## src/rtl/bdc_pkg.sv

```systemverilog
// shared types and constants for the signed binary to decimal ascii converter
package bdc_pkg;

   // stream payload widths
   localparam int unsigned REQ_DATA_WIDTH = 64;
   localparam int unsigned RSP_DATA_WIDTH = 8;
   localparam int unsigned CHAR_WIDTH     = 6;
   localparam int unsigned DIGIT_WIDTH    = 4;

   // ascii codes, trimmed to the character field
   localparam logic [CHAR_WIDTH-1:0] CHAR_ZERO  = 6'd48;
   localparam logic [CHAR_WIDTH-1:0] CHAR_MINUS = 6'd45;

   // what every digit cell does in a cycle
   typedef enum logic [1:0] {
      CELL_HOLD,
      CELL_CLEAR,
      CELL_DABBLE,
      CELL_MOVE
   } cell_mode_type;

endpackage

```

## src/rtl/signed_binary_to_decimal_ascii.sv

```systemverilog
// signed binary to decimal ascii converter, top level
//
//  channel | direction | handshake            | payload
//  req     | in        | req_tvalid/tready    | tdata[63:0] value
//  rsp     | out       | rsp_tvalid/tready    | tdata[5:0] char_code, tlast last
//
// one request is loaded, then its magnitude is shifted through the digit cell chain
// by double dabble, one magnitude bit per cycle; then leading zeros are skipped,
// one per cycle, and the characters are sent (sign first). a new request is taken
// only once the last character of the previous one is in the result register.
// reset clears the controller and the result register; the cells are cleared on
// load. a stalled result side holds the current character and pauses emission.
module signed_binary_to_decimal_ascii #(
   parameter int unsigned VALUE_WIDTH = 64
) (
   input  logic                                  clock,
   input  logic                                  reset,
   input  logic                                  req_tvalid,
   output logic                                  req_tready,
   input  logic [bdc_pkg::REQ_DATA_WIDTH-1:0]    req_tdata,   // [63:0] value
   output logic                                  rsp_tvalid,
   input  logic                                  rsp_tready,
   output logic [bdc_pkg::RSP_DATA_WIDTH-1:0]    rsp_tdata,   // [5:0] char_code, [7:6] zero
   output logic                                  rsp_tlast
);

   // digits needed for the largest magnitude, 2 to the power VALUE_WIDTH-1
   localparam int unsigned DIGITS = ((VALUE_WIDTH - 1) * 30103) / 100000 + 1;
   localparam int unsigned CNT_W  = $clog2(VALUE_WIDTH + 1);
   localparam int unsigned IDX_W  = $clog2(DIGITS + 1);
   localparam int unsigned DW     = bdc_pkg::DIGIT_WIDTH;

   typedef enum logic [1:0] {
      ST_IDLE,
      ST_CONVERT,
      ST_SIGN,
      ST_DIGITS
   } state_type;

   state_type                          state_ff;
   logic [CNT_W-1:0]                   bit_cnt_ff;
   logic [VALUE_WIDTH-1:0]             mag_ff;
   logic [IDX_W-1:0]                   remain_ff;
   logic                               started_ff;
   logic                               rsp_valid_ff;
   logic [bdc_pkg::CHAR_WIDTH-1:0]     rsp_char_ff;
   logic                               rsp_last_ff;

   logic [VALUE_WIDTH-1:0]             raw;
   logic [VALUE_WIDTH-1:0]             magnitude;
   logic                               slot_free;
   logic                               skip;
   logic                               emit;
   logic [DW-1:0]                      top_digit;
   bdc_pkg::cell_mode_type             cell_mode;
   logic [DIGITS-1:0][DW-1:0]          digit;
   logic [DIGITS:0]                    carry;

   // magnitude of the incoming value
   assign raw       = req_tdata[VALUE_WIDTH-1:0];
   assign magnitude = raw[VALUE_WIDTH-1] ? (~raw + {{(VALUE_WIDTH-1){1'b0}}, 1'b1}) : raw;

   assign req_tready = (state_ff == ST_IDLE);
   assign slot_free  = !rsp_valid_ff || rsp_tready;
   assign top_digit  = digit[DIGITS-1];

   // leading zeros are dropped, the last digit never
   assign skip = (state_ff == ST_DIGITS) && !started_ff && (top_digit == '0)
                 && (remain_ff != IDX_W'(1));

   // a new character goes into the result register
   assign emit = slot_free && ((state_ff == ST_SIGN) || ((state_ff == ST_DIGITS) && !skip));

   // cell chain control
   always_comb begin
      unique case (state_ff)
         ST_IDLE:    cell_mode = req_tvalid ? bdc_pkg::CELL_CLEAR : bdc_pkg::CELL_HOLD;
         ST_CONVERT: cell_mode = bdc_pkg::CELL_DABBLE;
         ST_SIGN:    cell_mode = bdc_pkg::CELL_HOLD;
         ST_DIGITS:  cell_mode = (skip || slot_free) ? bdc_pkg::CELL_MOVE
                                                     : bdc_pkg::CELL_HOLD;
      endcase
   end

   // digit cell chain, least significant digit in cell 0
   assign carry[0] = mag_ff[VALUE_WIDTH-1];

   for (genvar i = 0; i < DIGITS; i++) begin : g_cell
      logic [DW-1:0] lower_digit;

      if (i == 0) begin : g_first
         assign lower_digit = '0;
      end else begin : g_rest
         assign lower_digit = digit[i-1];
      end

      bdc_cell u_cell (
         .clock     (clock),
         .mode      (cell_mode),
         .bit_in    (carry[i]),
         .digit_in  (lower_digit),
         .digit     (digit[i]),
         .carry_out (carry[i+1])
      );
   end

   // sequencer and result register
   always_ff @(posedge clock) begin
      if (reset) begin
         state_ff     <= ST_IDLE;
         bit_cnt_ff   <= '0;
         mag_ff       <= '0;
         remain_ff    <= '0;
         started_ff   <= 1'b0;
         rsp_valid_ff <= 1'b0;
         rsp_char_ff  <= '0;
         rsp_last_ff  <= 1'b0;
      end else begin
         // result valid rises with a new character and drops once taken
         if (emit) begin
            rsp_valid_ff <= 1'b1;
         end else if (rsp_tready) begin
            rsp_valid_ff <= 1'b0;
         end
         unique case (state_ff)
            ST_IDLE: begin
               if (req_tvalid) begin
                  mag_ff     <= magnitude;
                  started_ff <= raw[VALUE_WIDTH-1];
                  bit_cnt_ff <= CNT_W'(VALUE_WIDTH);
                  state_ff   <= ST_CONVERT;
               end
            end
            ST_CONVERT: begin
               mag_ff     <= {mag_ff[VALUE_WIDTH-2:0], 1'b0};
               bit_cnt_ff <= bit_cnt_ff - CNT_W'(1);
               if (bit_cnt_ff == CNT_W'(1)) begin
                  remain_ff  <= IDX_W'(DIGITS);
                  started_ff <= 1'b0;
                  // started_ff carried the sign through conversion
                  state_ff   <= started_ff ? ST_SIGN : ST_DIGITS;
               end
            end
            ST_SIGN: begin
               if (slot_free) begin
                  rsp_char_ff  <= bdc_pkg::CHAR_MINUS;
                  rsp_last_ff  <= 1'b0;
                  state_ff     <= ST_DIGITS;
               end
            end
            ST_DIGITS: begin
               if (skip) begin
                  remain_ff <= remain_ff - IDX_W'(1);
               end else if (slot_free) begin
                  rsp_char_ff  <= bdc_pkg::CHAR_ZERO + {2'b00, top_digit};
                  rsp_last_ff  <= (remain_ff == IDX_W'(1));
                  remain_ff    <= remain_ff - IDX_W'(1);
                  started_ff   <= 1'b1;
                  if (remain_ff == IDX_W'(1)) begin
                     state_ff <= ST_IDLE;
                  end
               end
            end
         endcase
      end
   end

   assign rsp_tvalid = rsp_valid_ff;
   assign rsp_tdata  = {{(bdc_pkg::RSP_DATA_WIDTH - bdc_pkg::CHAR_WIDTH){1'b0}}, rsp_char_ff};
   assign rsp_tlast  = rsp_last_ff;

endmodule

```

## src/rtl/bdc_cell.sv

```systemverilog
// one decimal digit cell of the double dabble chain
module bdc_cell (
   input  logic                                 clock,
   input  bdc_pkg::cell_mode_type               mode,
   input  logic                                 bit_in,
   input  logic [bdc_pkg::DIGIT_WIDTH-1:0]      digit_in,
   output logic [bdc_pkg::DIGIT_WIDTH-1:0]      digit,
   output logic                                 carry_out
);

   logic [bdc_pkg::DIGIT_WIDTH-1:0] digit_ff;
   logic [bdc_pkg::DIGIT_WIDTH-1:0] digit_in_next;
   logic [bdc_pkg::DIGIT_WIDTH-1:0] adjusted;

   // add three when the digit would overflow on doubling
   assign adjusted  = (digit_ff >= 4'd5) ? (digit_ff + 4'd3) : digit_ff;
   assign carry_out = adjusted[bdc_pkg::DIGIT_WIDTH-1];

   // next digit per mode
   always_comb begin
      unique case (mode)
         bdc_pkg::CELL_HOLD:   digit_in_next = digit_ff;
         bdc_pkg::CELL_CLEAR:  digit_in_next = '0;
         bdc_pkg::CELL_DABBLE: digit_in_next = {adjusted[bdc_pkg::DIGIT_WIDTH-2:0], bit_in};
         bdc_pkg::CELL_MOVE:   digit_in_next = digit_in;
      endcase
   end

   always_ff @(posedge clock) begin
      digit_ff <= digit_in_next;
   end

   assign digit = digit_ff;

endmodule

```

## config.mk

```make
export PLATFORM = sky130hd
export DESIGN_NAME = signed_binary_to_decimal_ascii
export DESIGN_NICKNAME = d
export VERILOG_FILES = /design/src/rtl/bdc_pkg.sv /design/src/rtl/signed_binary_to_decimal_ascii.sv /design/src/rtl/bdc_cell.sv
export SDC_FILE = /design/constraint.sdc
export NUM_CORES = 1
export LEC_CHECK = 0
export BUFFER_PORTS_ARGS = -buffer_cell sky130_fd_sc_hd__buf_2
export CAP_MARGIN = 30
export CORE_MARGIN = 2
export CORE_UTILIZATION = 55
export DETAILED_ROUTE_END_ITERATION = 10
export GPL_TIMING_DRIVEN = 0
export PLACE_DENSITY = 0.81
export SLEW_MARGIN = 20
export SYNTH_ARGS = -nofsm -noshare
export SYNTH_HDL_FRONTEND = slang
export SYNTH_SLANG_ARGS = --single-unit
```

## constraint.sdc

```tcl
create_clock -name clock -period 4.7 [get_ports clock]
set_input_delay 0.705 -clock clock [delete_from_list [all_inputs] [get_ports clock]]
set_output_delay 0.705 -clock clock [all_outputs]
set_load 0.005 [all_outputs]
```

==> metrics.md <==
| Metric | Value |
|---|---|
| Status | `finished, final reports clean` |
| Logic pwr share | `48.1%` |
| Unrepaired setup endpoints after global routing | `false` |
| Post-synth ARST share | `0%` |
| Crit-path max FO | `42` |
| Vias per cell | `6.36` |
| Initial core utilization | `56.6%` |
| Critical path's slowest cell | `or4b_2` |
| Reg clk slew, reported paths | `0.07 ns` |
| Worst path bufs/invs | `3` |
| DRC viols | `0` |
| Worst flop-to-flop path endpoint | `g_cell[10].u_cell.digit[2]` |
| Rows | `50` |
| Largest net degree at the start of global routing | `43` |
| Crit path time final | `3.64 ns` |
| Layout area overhead | `12.4%` |
| Final net count | `1472` |
| Final ANT Viol Nets | `0` |
| Area of the core | `18800 sq um` |
| Dpl hpwl | `22.0 mm` |
| Reg2reg setup slack | `1.06 ns` |
| Hold crit path type | `reg -> reg` |
| Post-Syn Area per Cell | `8.45 sq um` |
| Total CTS buffers | `17` |
| # Post-CTS Setup Buffers | `0` |
| Reg power frac | `34.4%` |
| Resized Gates After CTS | `0` |
| Gr usage total | `31.1%` |
| CTS tree | `yes` |
| Yosys cell types | `58` |
| Hold-fix buffers, CTS | `0` |
| Dominant cells by area after synthesis | `edfxtp_1 21%, dfxtp_1 16%, ha_1 5.8%` |
| Most instantiated cells after synthesis | `131 x nor2_1, 107 x a21oi_1, 92 x nand2_1` |
| Placed Area | `11400 sq um` |
| Psw | `3.74 mW` |
| Yosys warns | `0` |
| Setup violators final | `0` |
| GRT overflow | `0` |
| Post-synthesis sequential area ratio | `37.8%` |
| Worst Tran Pin Value | `0.963 ns` |
| Die height | `143 um` |
| Antenna violations before repair | `4` |
| Clock skew | `0.0112 ns` |
| I/O Buffers | `73` |
| Fin area | `12000 sq um` |
| CTS Buffer Depth | `2` |
| Hold depth | `2` |
| Yosys reg bits | `163` |
| Die ar. | `20500 sq um` |
| Fmax | `0.275 GHz` |
| IO Pins | `79` |
| Switching share of power | `45.3%` |
| Max_cap viols | `0` |
| Worst-Skew Late Latency | `0.44 ns` |
| Crit path top cell by count | `clkbuf_1` |
| Kind of critical path | `reg -> reg` |
| WP data required | `4.87 ns` |
| P_leak | `4.36 nW` |
| Starting DRT DRC Count | `1318` |
| Reg2reg path depth | `9` |
| Worst path top cell family by delay | `buffers and inverters` |
| Share of the synthesized area in the top cell type | `21.4%` |
| GP Congestion | `0.979` |
| First-pass GRT wire length | `49.8 mm` |
| Worst path cell trace | `ha_1 > or4b_2 > nand2_1 > a21bo_2 > mux2_2 > clkbuf_1 > clkbuf_1 > nand2_4 > buf_12` |
| Layout cells sized above 1 | `9.21%` |
| Primary FF master, synth | `dfxtp_1` |
| Post-synth top area cell | `edfxtp_1` |
| CTS Root Cell | `clkbuf_16` |
| Cell Pwr Density | `689 nW/um^2` |
| Final worst path period share | `77.4%` |
| CTS HTree Levels | `4` |
| Critical path arrival | `3.80 ns` |
| CP Capture Type | `flip-flop` |
| Avg WL per Cell | `19.3 um` |
| Worst hold start | `mag_ff[25]` |
| Max Slew Vio Count | `0` |
| Die Width | `143 um` |
| Hold WS | `0.451 ns` |
| Internal power | `4.52 mW` |
| Total wire length | `31.5 mm` |
| Worst path max stage delay | `0.63 ns` |
| First-pass iteration count of the detailed router | `5` |
| Post-Syn Area | `10700 sq um` |
| Worst Hold End | `mag_ff[25]` |
| Worst r2r src | `remain_ff[0]` |
| Final hold violations | `0` |
| Synth Instances | `1261` |
| Vias in the first global route | `9622` |
| Max transition margin | `35.2%` |
| Maximum VDD drop | `352 uV` |
| Post-synth EDFFs | `76` |
| Clk pwr share | `17.5%` |
| CTS Sinks | `163` |
| Worst Setup Start Kind | `flip-flop` |
| Count leader, synth | `nor2_1` |
| Via count | `10375` |
per-layer routing:
metal | share of wire [%] | track usage [%]
met3 | 9.4 | 5.20
met5 | 0.038 | 0
met4 | 3.9 | 14.0
met1 | 41 | 42.0
met2 | 45 | 49.1
worst max-delay path by stage:
stage | startpoint | to | slack [ns] | cells past startpoint
floorplan | remain_ff[0] | g_cell[0].u_cell.digit[0] | 0.59 | 8
global placement | remain_ff[0] | g_cell[6].u_cell.digit[0] | -0.61 | 8
detailed placement | req_tdata[0] | mag_ff[44] | 0.97 | 10
CTS | remain_ff[0] | g_cell[13].u_cell.digit[2] | 1.08 | 9
global route | g_cell[18].u_cell.digit[0] | g_cell[13].u_cell.digit[2] | 0.84 | 10
finish | remain_ff[0] | g_cell[10].u_cell.digit[2] | 1.06 | 9
cells by family after synthesis:
| logic type | after synthesis | synth area share [%] |
|---|---|---|
| flops | 163 | 37.8 |
| compound gates | 373 | 22.4 |
| simple gates | 444 | 21.0 |
| other cells | 1 | 0.0352 |
| xor+xnor | 83 | 6.82 |
| buf+inv | 135 | 4.97 |
| mux | 13 | 1.24 |
| fa+ha+maj | 49 | 5.75 |
power by group through the flow:
| stage | Sequential (mW) | Combinational, mW | Clock (mW) |
|---|---|---|---|
| after floorplan | 2.70 | 2.83 | 0 |
| after global placement | 2.86 | 3.70 | 0 |
| after detailed placement | 2.83 | 3.86 | 0 |
| after CTS | 2.82 | 3.90 | 1.44 |
| after global routing | 2.91 | 4.38 | 1.49 |
| final | 2.84 | 3.97 | 1.45 |
stage by stage:
step / setup WS [ns] / cells / TNS [ns] / utilization (%) / power [mW]
after floorplan: 0.591 / 1262 / 0 / - / 5.52
after global placement: -0.609 / 1595 / -46.12 / 60.3 / 6.56
after detailed placement: 0.969 / 1596 / 0 / 60.4 / 6.69
after CTS: 1.08 / 1628 / 0 / 63.6 / 8.16
after global routing: 0.845 / 1630 / 0 / 63.6 / 8.79
final: 1.06 / 1631 / 0 / 63.6 / 8.26
registers in the layout, summed over array words and instances (netlist names):
name	flops
g_cell.u_cell.digit	76
mag_ff	64
bit_cnt_ff	7
rsp_char_ff	6
remain_ff	5
state_ff	2
rsp_tlast	1
rsp_tvalid	1
started_ff	1
layout by cell type, fill, tap and decap left out, types with 11 or more instances in the layout:
master     instances
a211oi_1          16
a21o_1            13
a21oi_1          107
a22oi_1           38
a2bb2oi_1         18
a31oi_1           14
and3_1            17
buf_1             12
buf_2             73
clkbuf_1          67
clkbuf_16         17
dfxtp_1           87
edfxtp_1          76
ha_1              49
inv_1             51
mux2i_1           11
nand2_1           91
nand2b_1          36
nand3_1           11
nor2_1           131
nor3_1            54
nor3b_1           20
nor4_1            14
o211ai_1          12
o21ai_0           75
o22ai_1           12
o31ai_1           20
or3_1             22
or4_1             17
xnor2_1           32
xor2_1            51
cell type report:
| class | instances | area, sq um |
|---|---|---|
| repair buffers | 74 | 385 |
| flip-flops and latches | 163 | 4020 |
| plain buffers | 83 | 334 |
| fillers | 1600 | 6850 |
| multi-input cells | 964 | 6110 |
| inverters | 52 | 195 |
| clock buffers | 17 | 425 |
| clock inverters | 15 | 171 |
| well taps | 260 | 325 |
| diodes | 3 | 7.51 |
worst min-delay path, cell delays in order (launching register included):
cell and delay, ns:
dfxtp_1 0.31, nand2_1 0.05, a21oi_1 0.05
Note: power is estimated with default switching activity, not from simulation.
